===== src/rtl/tcwsq_pkg.sv =====
// Shared types and constants of the three-class windowed send queue
`timescale 1ns / 1ps
package tcwsq_pkg;

  // Field widths
  localparam int OP_W       = 3;
  localparam int PRI_W      = 3;
  localparam int ID_W       = 32;
  localparam int TIME_W     = 32;
  localparam int CNT_W      = 11;
  localparam int FREE_W     = 10;
  localparam int WIN_W      = 10;
  localparam int CFG_ADDR_W = 2;
  localparam int CFG_DATA_W = 32;
  localparam int IN_DATA_W  = 64;
  localparam int IN_USER_W  = 6;
  localparam int OUT_DATA_W = 56;
  localparam int OUT_USER_W = 3;
  localparam int ENTRY_W    = ID_W + TIME_W;

  // Opcodes
  localparam logic [OP_W-1:0] OP_ENQ   = 3'd0;
  localparam logic [OP_W-1:0] OP_SEND  = 3'd1;
  localparam logic [OP_W-1:0] OP_ACK   = 3'd2;
  localparam logic [OP_W-1:0] OP_SWEEP = 3'd3;
  localparam logic [OP_W-1:0] OP_WIN   = 3'd4;
  localparam logic [OP_W-1:0] OP_QUERY = 3'd5;

  // Priority requests
  localparam logic [PRI_W-1:0] PRI_VHIGH  = 3'd0;
  localparam logic [PRI_W-1:0] PRI_HIGH   = 3'd1;
  localparam logic [PRI_W-1:0] PRI_NORMAL = 3'd2;
  localparam logic [PRI_W-1:0] PRI_LOW    = 3'd3;

  // Ring indexes
  localparam logic [1:0] RING_HIGH   = 2'd0;
  localparam logic [1:0] RING_NORMAL = 2'd1;
  localparam logic [1:0] RING_LOW    = 2'd2;

  // Result status codes
  localparam logic [1:0] ST_OK     = 2'd0;
  localparam logic [1:0] ST_FULL   = 2'd1;
  localparam logic [1:0] ST_BADPRI = 2'd2;
  localparam logic [1:0] ST_NONE   = 2'd3;

  // Configuration register indexes
  localparam logic [CFG_ADDR_W-1:0] CFG_MAX_WIN    = 2'd0;
  localparam logic [CFG_ADDR_W-1:0] CFG_SEND_SPEED = 2'd1;
  localparam logic [CFG_ADDR_W-1:0] CFG_TIMEOUT    = 2'd2;

  // Controller states
  typedef enum logic [3:0] {
    S_IDLE,
    S_DISPATCH,
    S_SEND_WAIT,
    S_SEND_CAP,
    S_ACK_CHK,
    S_ACK_CMP,
    S_SWP_CHK,
    S_SWP_CMP,
    S_WIN_TOT,
    S_WIN_RING,
    S_CNT_FIN,
    S_DONE
  } ctrl_state_t;

  // Datapath commands
  typedef enum logic [3:0] {
    CMD_NONE,
    CMD_LOAD,
    CMD_ENQ,
    CMD_QUERY,
    CMD_SEND_SEL,
    CMD_SEND_CAP,
    CMD_SCAN_START,
    CMD_NEXT_RING,
    CMD_ACK_CMP,
    CMD_SWP_CMP,
    CMD_WIN_TOT,
    CMD_WIN_RING,
    CMD_CNT_FIN,
    CMD_PUSH
  } dp_cmd_t;

  // Datapath status towards the controller
  typedef struct packed {
    logic [OP_W-1:0] op;
    logic            at_send;
    logic            last_ring;
    logic            send_found;
    logic            id_match;
    logic            aged;
    logic            res_free;
  } dp_sts_t;

endpackage


===== src/rtl/tcwsq_ctrl.sv =====
// Sequencing state machine of the send queue
`timescale 1ns / 1ps
module tcwsq_ctrl (
  input  logic              clk,
  input  logic              rst_n,
  input  logic              in_tvalid,
  output logic              in_tready,
  input  tcwsq_pkg::dp_sts_t sts,
  output tcwsq_pkg::dp_cmd_t cmd
);
  import tcwsq_pkg::*;

  ctrl_state_t state_r, state_nxt;

  // State register
  always_ff @(posedge clk) begin
    if (!rst_n) begin
      state_r <= S_IDLE;
    end else begin
      state_r <= state_nxt;
    end
  end

  // Next state and commands
  always_comb begin
    state_nxt = state_r;
    cmd       = CMD_NONE;
    unique case (state_r)
      S_IDLE: begin
        if (in_tvalid) begin
          cmd       = CMD_LOAD;
          state_nxt = S_DISPATCH;
        end
      end
      S_DISPATCH: begin
        unique case (sts.op)
          OP_ENQ: begin
            cmd       = CMD_ENQ;
            state_nxt = S_DONE;
          end
          OP_QUERY: begin
            cmd       = CMD_QUERY;
            state_nxt = S_DONE;
          end
          OP_SEND: begin
            cmd       = CMD_SEND_SEL;
            state_nxt = sts.send_found ? S_SEND_WAIT : S_DONE;
          end
          OP_ACK: begin
            cmd       = CMD_SCAN_START;
            state_nxt = S_ACK_CHK;
          end
          OP_SWEEP: begin
            cmd       = CMD_SCAN_START;
            state_nxt = S_SWP_CHK;
          end
          OP_WIN: begin
            state_nxt = S_WIN_TOT;
          end
          default: begin
            state_nxt = S_DONE;
          end
        endcase
      end
      S_SEND_WAIT: begin
        state_nxt = S_SEND_CAP;
      end
      S_SEND_CAP: begin
        cmd       = CMD_SEND_CAP;
        state_nxt = S_DONE;
      end
      // Walk the unacknowledged entries ring by ring
      S_ACK_CHK: begin
        if (sts.at_send) begin
          if (sts.last_ring) begin
            state_nxt = S_DONE;
          end else begin
            cmd = CMD_NEXT_RING;
          end
        end else begin
          state_nxt = S_ACK_CMP;
        end
      end
      S_ACK_CMP: begin
        cmd       = CMD_ACK_CMP;
        state_nxt = sts.id_match ? S_DONE : S_ACK_CHK;
      end
      // Retire aged heads ring by ring
      S_SWP_CHK: begin
        if (sts.at_send) begin
          if (sts.last_ring) begin
            state_nxt = S_CNT_FIN;
          end else begin
            cmd = CMD_NEXT_RING;
          end
        end else begin
          state_nxt = S_SWP_CMP;
        end
      end
      S_SWP_CMP: begin
        cmd = CMD_SWP_CMP;
        if (sts.aged) begin
          state_nxt = S_SWP_CHK;
        end else if (sts.last_ring) begin
          state_nxt = S_CNT_FIN;
        end else begin
          cmd       = CMD_NEXT_RING;
          state_nxt = S_SWP_CHK;
        end
      end
      S_WIN_TOT: begin
        cmd       = CMD_WIN_TOT;
        state_nxt = S_WIN_RING;
      end
      S_WIN_RING: begin
        cmd = CMD_WIN_RING;
        if (sts.last_ring) begin
          state_nxt = S_CNT_FIN;
        end
      end
      S_CNT_FIN: begin
        cmd       = CMD_CNT_FIN;
        state_nxt = S_DONE;
      end
      // Hand the result to the output register once it is free
      S_DONE: begin
        if (sts.res_free) begin
          cmd       = CMD_PUSH;
          state_nxt = S_IDLE;
        end
      end
      default: begin
        state_nxt = S_IDLE;
      end
    endcase
  end

  assign in_tready = (state_r == S_IDLE);

endmodule


===== config.mk =====
export PLATFORM = sky130hd
export DESIGN_NAME = tcwsq_ctrl
export DESIGN_NICKNAME = d
export VERILOG_FILES = /design/src/rtl/tcwsq_pkg.sv /design/src/rtl/tcwsq_ctrl.sv
export SDC_FILE = /design/constraint.sdc
export NUM_CORES = 1
export LEC_CHECK = 0
export CELL_PAD_IN_SITES_DETAIL_PLACEMENT = 1
export CELL_PAD_IN_SITES_GLOBAL_PLACEMENT = 1
export CORE_ASPECT_RATIO = 1.2
export CORE_MARGIN = 2
export CORE_UTILIZATION = 40
export CTS_BUF_LIST = sky130_fd_sc_hd__clkbuf_8
export DETAILED_ROUTE_END_ITERATION = 8
export DONT_BUFFER_PORTS = 1
export PLACE_DENSITY = 0.74
export SLEW_MARGIN = 0
export SYNTH_ARGS = -nofsm -noshare
export SYNTH_HDL_FRONTEND = slang
export SYNTH_SLANG_ARGS = --single-unit

===== constraint.sdc =====
create_clock -name clk -period 1.2 [get_ports clk]
set_clock_uncertainty 0.05 [all_clocks]
set_input_delay 0.12 -clock clk [delete_from_list [all_inputs] [get_ports clk]]
set_output_delay 0.12 -clock clk [all_outputs]
set_load 0.1 [all_outputs]

==> results of run 1 <==
==> metrics by stage <==
stage	utilization	worst slack, ns
4_1_cts	0.743	-0.414
3_5_place_dp	0.638	-0.409
3_3_place_gp	0.638	-0.269
2_1_floorplan	-	-0.624
==> repair_timing <==
action / CTS
endpoints found under the setup margin: 9
resized for setup: 27
cloned: 0
hold buffers: 1
endpoints found under the hold margin: 1
pin swaps: 8
buffers inserted: 3
==> kinds of logic after synthesis <==
group / synth area share
buffers and inverters: 0.115
AND/OR/NAND/NOR: 0.374
XOR/XNOR: 0.0273
flip-flops: 0.125
multiplexers: 0.0156
AO/OA/AOI/OAI: 0.343
==> flow_summary.ini, run 1 <==
[run_status]
status = aborted with a tool error
last-stage-reached = 5_1_grt
toolErrorMsg = [ERROR DPL-0033] detailed placement checks failed during check placement.

[sta]
worstEndpointType = primary output
crit_endpoint = cmd[2]

[synth]
yosysTopAreaCell = dfxtp_1
synthArstFlopShare = 0
netlist_top_cells_area = dfxtp_1 (12%), a21oi_1 (7.0%), buf_6 (5.3%), nor2b_1 (4.9%), nor2_1 (4.7%)
synthDistinctLibCells = 40
synth_cells = 89
synth_commonest_cells = a21oi_1 (9), nor2_1 (8), nand2_1 (6), nor2b_1 (5), o21ai_0 (5)
synth_top_area_share = 0.125
synth_most_common_cell = a21oi_1
avgSynthCellArea_um2 = 7.21
ys_seq_area_frac = 0.125
ys_seq_elements = 4
synth-edff-count = 0
synth-warning-count = 0
syn_nets = 101
syn_area_um2 = 642
synthFlopType = dfxtp_1

[cts]
cts_num_sinks = 4
cts_made_buffers = 3
clockRootBuffer = clkbuf_8
htreeDepth = 1
clk_path_buf_depth = 2

[die]
rows = 15
die_w_um = 40.6
pin_count = 17
fp.dieH_um = 47.9
start_util = 0.438

[place]
port_buffers = 0
dp.cells = 122
place_area_um2 = 933
gp_congestion = 0.854
place.detailed.hpwl_um = 2170

[grt]
antenna_found_initial = 0
grt_max_degree = 11
==> inputs of run 2 (changes only) <==
==> config.mk (replaced) <==
export PLATFORM = sky130hd
export DESIGN_NAME = tcwsq_ctrl
export DESIGN_NICKNAME = d
export VERILOG_FILES = /design/src/rtl/tcwsq_pkg.sv /design/src/rtl/tcwsq_ctrl.sv
export SDC_FILE = /design/constraint.sdc
export NUM_CORES = 1
export LEC_CHECK = 0
export CORE_AREA = 2 2 63 65
export DETAILED_ROUTE_END_ITERATION = 8
export DIE_AREA = 0 0 65 67
export DONT_BUFFER_PORTS = 1
export PLACE_DENSITY_LB_ADDON = 0.15
export SLEW_MARGIN = 0
export SYNTH_ARGS = -nofsm -noshare
export SYNTH_HDL_FRONTEND = slang
export SYNTH_SLANG_ARGS = --single-unit
==> constraint.sdc (replaced) <==
create_clock -name clk -period 1.56 [get_ports clk]
set_clock_uncertainty 0.05 [all_clocks]
set_input_delay 0.156 -clock clk [delete_from_list [all_inputs] [get_ports clk]]
set_output_delay 0.156 -clock clk [all_outputs]
set_load 0.1 [all_outputs]
==> run 2 against run 1 <==
Net effect: the flow now finishes, with violations (negative setup slack); synthesized cell count is the same; area after synthesis stayed put.
==> flow_summary.ini, run 2 <==
[synth]
synth-edff-count = 0
synth-warning-count = 0
avgSynthCellArea_um2 = 7.21
yosysTopAreaCell = dfxtp_1
synth-xor-area-share = 0.0273
synth_top_area_share = 0.125
synth_most_common_cell = a21oi_1
synth_cells = 89
synthFlopType = dfxtp_1
synthArstFlopShare = 0
synthDistinctLibCells = 40
ys_seq_elements = 4
synth_compound_area_frac = 0.343
ys_seq_area_frac = 0.125
netlist_top_cells_area = dfxtp_1 (12%), a21oi_1 (7.0%), buf_6 (5.3%), nor2b_1 (4.9%), nor2_1 (4.7%)
synth_top_family_by_area = simple AND/OR/NAND/NOR gates
synthMuxAreaShare = 0.0156
syn_area_um2 = 642
yosys.area_share.simple = 0.374
yosys.area_share.adder = 0
syn_nets = 101
synth_commonest_cells = a21oi_1 (9), nor2_1 (8), nand2_1 (6), nor2b_1 (5), o21ai_0 (5)

[layout]
stdcell_area_um2 = 1100
largest_reg_flops = 4
drive_gt1_frac = 0.495
post-route-util = 0.306
fin_nets = 125
mostFrequentLayoutCells = buf_4 (17), a21oi_1 (8), nor2_1 (6)
largest_registers = state_r (4)
areaGrowthSynthToFinish_pct = 71.7
final_cells = 159
final_common_cell = buf_4
antennaDiodeCount = 0
top_register = state_r

[pwr]
power_frac_clock = 0.086
switching_power_mw = 1.27
p_int_mw = 1.25
seqPwrFrac = 0.096
swShare = 0.504
p_leak_nw = 0.432
vdd_drop_max_mv = 1.33
p_comb_frac = 0.818
power_density_nw_per_um2 = 2280
power_mw = 2.52

[die]
die-area_um2 = 4360
core-area_um2 = 3610
start_util = 0.178
rows = 22
die_w_um = 65
pin_count = 17
fp.dieH_um = 67

[setup_path]
crit_arrival_ns = 1.41
timing.rr.end = state_r[0]
cp_cell_sequence = buf_6, nand2_1, nor2_1, o311ai_4, buf_12
r2r_slack_ns = 0.07
worstPathRequired_ns = 1.35
critPathKind = reg -> out
crit_path_end = cmd[2]
cp_slowest_cell = dfxtp_4
cp-start-kind = flip-flop
cpPeakStageDelay_ns = 0.35
endpoint_kind = output port
timing.rr.start = state_r[3]
crit_start = state_r[3]
ff2ff_path_depth = 8
critPathMaxFanout = 6

[cts]
clk_path_buf_depth = 2
cts_num_sinks = 4
htreeDepth = 1
hold_buffers = 0
clk_pin_slew_worst_paths_ns = 0.03
insertion_delay_ns = 0.22
clockRootBuffer = clkbuf_8
cts_tree = done
cts_made_buffers = 3

[sta]
hold_ws_ns = 0.0166
fmax_mhz = 618
worstMarginPinSlew_ns = 0.450
setup_viol_count_final = 3
slew_headroom = 0.698
rsz0062_at_grt = true
hold_viol = 0
finalMaxSlewViolations = 0
period_share = 1.04
period_minus_slack_ns = 1.62
setup_slack_ns = -0.0583

[routing]
drc = 0
drt-total-wl_um = 2200
dr.pass1.iters = 4
drt-initial-drc-count = 49
viasPerCell = 4.69
avgRoutedWirePerCell_um = 13.8
vias = 745
ant_nets = 0

[grt]
grt_max_degree = 11
grt_pass1_wl_um = 3440
globalRouteOverflowTotal = 0
grt_pass1_vias = 773
antenna_found_initial = 0
grt_use_total = 0.102

[place]
place_area_um2 = 908
place.detailed.hpwl_um = 1680
gp_congestion = 0.804
dp.cells = 149
port_buffers = 0

[run_status]
violations = negative setup slack
status = finished, violations left

[job]
cap_violations = 0

[min_path]
hold_path_class = in -> reg
-- run 2: worst max-delay path: cells and delay by family (launching register included) --
kind                   cells  cell delay, ns
AO/OA/AOI/OAI              1            0.32
AND/OR/NAND/NOR            2            0.18
buffers and inverters      2            0.35
flip-flops                 1            0.35
-- run 2: routing by layer --
metal	track usage	wire, um
met1	0.134	1040
met2	0.155	1040
met3	0.0287	109
met4	0.0479	12
met5	0	0
-- run 2: how the worst min path moves through the flow --
stage / startpoint / endpoint / slack (ns) / depth (start not counted)
floorplan: rst_n / state_r[2] / 0.24 / 2
global placement: rst_n / state_r[2] / 0.25 / 2
detailed placement: rst_n / state_r[2] / 0.25 / 2
CTS: rst_n / state_r[2] / 0.02 / 2
global route: rst_n / state_r[2] / 0.03 / 2
finish: rst_n / state_r[2] / 0.02 / 2
-- run 2: layout make-up --
type	count	area (um^2)
fill	389	2500
clock buffer	3	41.3
timing repair buffer	27	288
inverter	2	7.51
sequential	4	95.1
tap	48	60.1
multi-input combinational	75	611
-- run 2: cells by family after synthesis --
group	count (synthesis)
mux	1
flops	4
compound gates	33
buf+inv	10
xor+xnor	2
simple gates	39
-- run 2: timing repair --
action                     4_1_cts  5_1_grt
buffers inserted                 2        5
pin swaps                        5        3
setup endpoints to repair        4        5
gates resized for setup         17       11
-- run 2: metrics by stage --
stage | setup slack, ns | setup TNS (ns)
floorplan | -0.300 | -0.810
global placement | -0.0808 | -0.183
detailed placement | -0.0854 | -0.154
CTS | -0.0596 | -0.185
global route | -0.139 | -0.363
finish | -0.0583 | -0.129
-- run 2: power by group through the flow --
stage / Clock (mW) / Combinational [mW] / Sequential (mW)
6_report: 0.217 / 2.06 / 0.241
5_1_grt: 0.236 / 2.16 / 0.253
4_1_cts: 0.219 / 1.92 / 0.237
3_5_place_dp: 0 / 1.85 / 0.217
3_3_place_gp: 0 / 1.86 / 0.218
2_1_floorplan: 0 / 1.40 / 0.162
No activity file was read; power rests on OpenSTA's default activity.
==> inputs of run 3 (changes only) <==
--- a/config.mk
+++ b/config.mk
@@ -6,10 +6,12 @@
 export NUM_CORES = 1
 export LEC_CHECK = 0
 export CORE_AREA = 2 2 63 65
+export CTS_BUF_LIST = sky130_fd_sc_hd__clkbuf_2
 export DETAILED_ROUTE_END_ITERATION = 8
 export DIE_AREA = 0 0 65 67
 export DONT_BUFFER_PORTS = 1
 export PLACE_DENSITY_LB_ADDON = 0.15
+export RECOVER_POWER = 25
 export SLEW_MARGIN = 0
 export SYNTH_ARGS = -nofsm -noshare
 export SYNTH_HDL_FRONTEND = slang
==> run 3 against run 2 <==
Net effect: the flow still finishes with violations (negative setup slack); power decreased by 6.8%; clock power is 58% lower; via count increased by 1.6%; non-clock buffer count fell by 1; sequential power hardly changed; setup slack better by 0.010 ns; fmax rose by 0.62%.
==> flow_summary.ini, run 3 (synthesized netlist as in run 2, its figures left out) <==
[run_status]
status = finished, violations left
violations = negative setup slack

[setup_path]
cp_cell_sequence = buf_6, nand2b_1, nor2_2, nand2_2, o311ai_4, buf_12
critPathMaxFanout = 6
endpoint_kind = output port
cp_slowest_cell = dfxtp_4
r2r_slack_ns = 0.07
critPathKind = reg -> out
worstPathRequired_ns = 1.35
cpPeakStageDelay_ns = 0.35
cp-start-kind = flip-flop
crit_arrival_ns = 1.40

[min_path]
hold_path_class = in -> reg

[layout]
largest_reg_flops = 4
mostFrequentLayoutCells = buf_4 (16), a21oi_1 (8), nor2_1 (6)
areaGrowthSynthToFinish_pct = 63.5
drive_gt1_frac = 0.473
largest_registers = state_r (4)
antennaDiodeCount = 0
fillers = 390
top_register = state_r
final_common_cell = buf_4
fin_nets = 124
multiInputGateArea_um2 = 596
stdcell_area_um2 = 1050
seq_area_um2 = 95.1

[sta]
worstMarginPinSlew_ns = 0.456
setup_slack_ns = -0.0483
hold_ws_ns = 0.0335
rsz0062_at_grt = true
finalMaxSlewViolations = 0
setup_viol_count_final = 4
period_share = 1.03
fmax_mhz = 622
period_minus_slack_ns = 1.61
slew_headroom = 0.694
hold_viol = 0

[grt]
antenna_found_initial = 0
grt_pass1_wl_um = 3420
grt_pass1_vias = 776
globalRouteOverflowTotal = 0
grt_use_total = 0.102
grt_max_degree = 11

[cts]
cts_tree = done
cts_made_buffers = 3
cts_num_sinks = 4
htreeDepth = 1
insertion_delay_ns = 0.20
clk_pin_slew_worst_paths_ns = 0.04
clockRootBuffer = clkbuf_2
clk_path_buf_depth = 2

[place]
place_area_um2 = 908
place.detailed.hpwl_um = 1680
gp_congestion = 0.804
port_buffers = 0
dp_slack_ns = -0.0854

[routing]
ant_nets = 0
drc = 0
vias = 757
drt-total-wl_um = 2180
dr.pass1.iters = 6
drt-initial-drc-count = 57
viasPerCell = 4.79
avgRoutedWirePerCell_um = 13.8

[pwr]
p_leak_nw = 0.404
power_mw = 2.34
power_density_nw_per_um2 = 2230
vdd_drop_max_mv = 1.32

[die]
start_util = 0.178
die_w_um = 65
fp.dieH_um = 67
core-area_um2 = 3610
pin_count = 17
rows = 22
die-area_um2 = 4360

[job]
cap_violations = 0
[run 3: changes by cell type in the layout (fill, tap and decap cells not counted), sizes merged]
cell and delta:
buf -1
[run 3: worst paths after layout]
check / cells past startpoint / from / end
setup reg to reg: 8 / state_r[3] / state_r[0]
setup / recovery: 6 / state_r[3] / cmd[2]
hold / removal: 2 / rst_n / state_r[2]
hold reg to reg: 2 / state_r[0] / state_r[0]
[run 3: per-layer routing]
metal,share of wire,up-vias,global-route usage
met1,0.45,357,0.132
met4,0.018,0,0.0559
met2,0.47,25,0.156
met3,0.058,4,0.0236
met5,0,-,0
li1,-,371,-
[run 3: worst max-delay path: cells and delay by family (launching register included)]
kind            cells  cell delay, ns
buf+inv             2            0.35
compound gates      1            0.12
flops               1            0.35
simple gates        3            0.38
[run 3: repair_timing]
action                                  in CTS  in global routing
pin swaps                                    5                  3
endpoints found under the setup margin       4                  5
gates cloned                                 0                  0
setup buffers                                2                  4
resized for setup                           17                  8
hold buffers                                 0                  0
[run 3: power breakdown]
group / total [mW] / switching (mW) / leakage (nW) / internal [mW]
clock network: 0.0908 / 0.0392 / 0.0125 / 0.0516
logic: 2.02 / 1.12 / 0.356 / 0.893
registers: 0.239 / 0.0792 / 0.0356 / 0.160
total: 2.34 / 1.24 / 0.404 / 1.10
[run 3: layout make-up]
class,instances,area share
Sequential cell,4,0.0906
Tap cell,48,0.0572
Inverter,2,0.00715
Clock buffer,3,0.0143
Timing Repair Buffer,26,0.263
Multi-Input combinational cell,75,0.567
[run 3: per-stage QoR]
stage                     TNS [ns]  utilization  std cells
after floorplan             -0.810            -         89
after global placement      -0.183        0.252        149
after detailed placement    -0.154        0.252        149
after CTS                   -0.197        0.272        154
after global routing        -0.340        0.291        158
final                      -0.0857        0.291        158
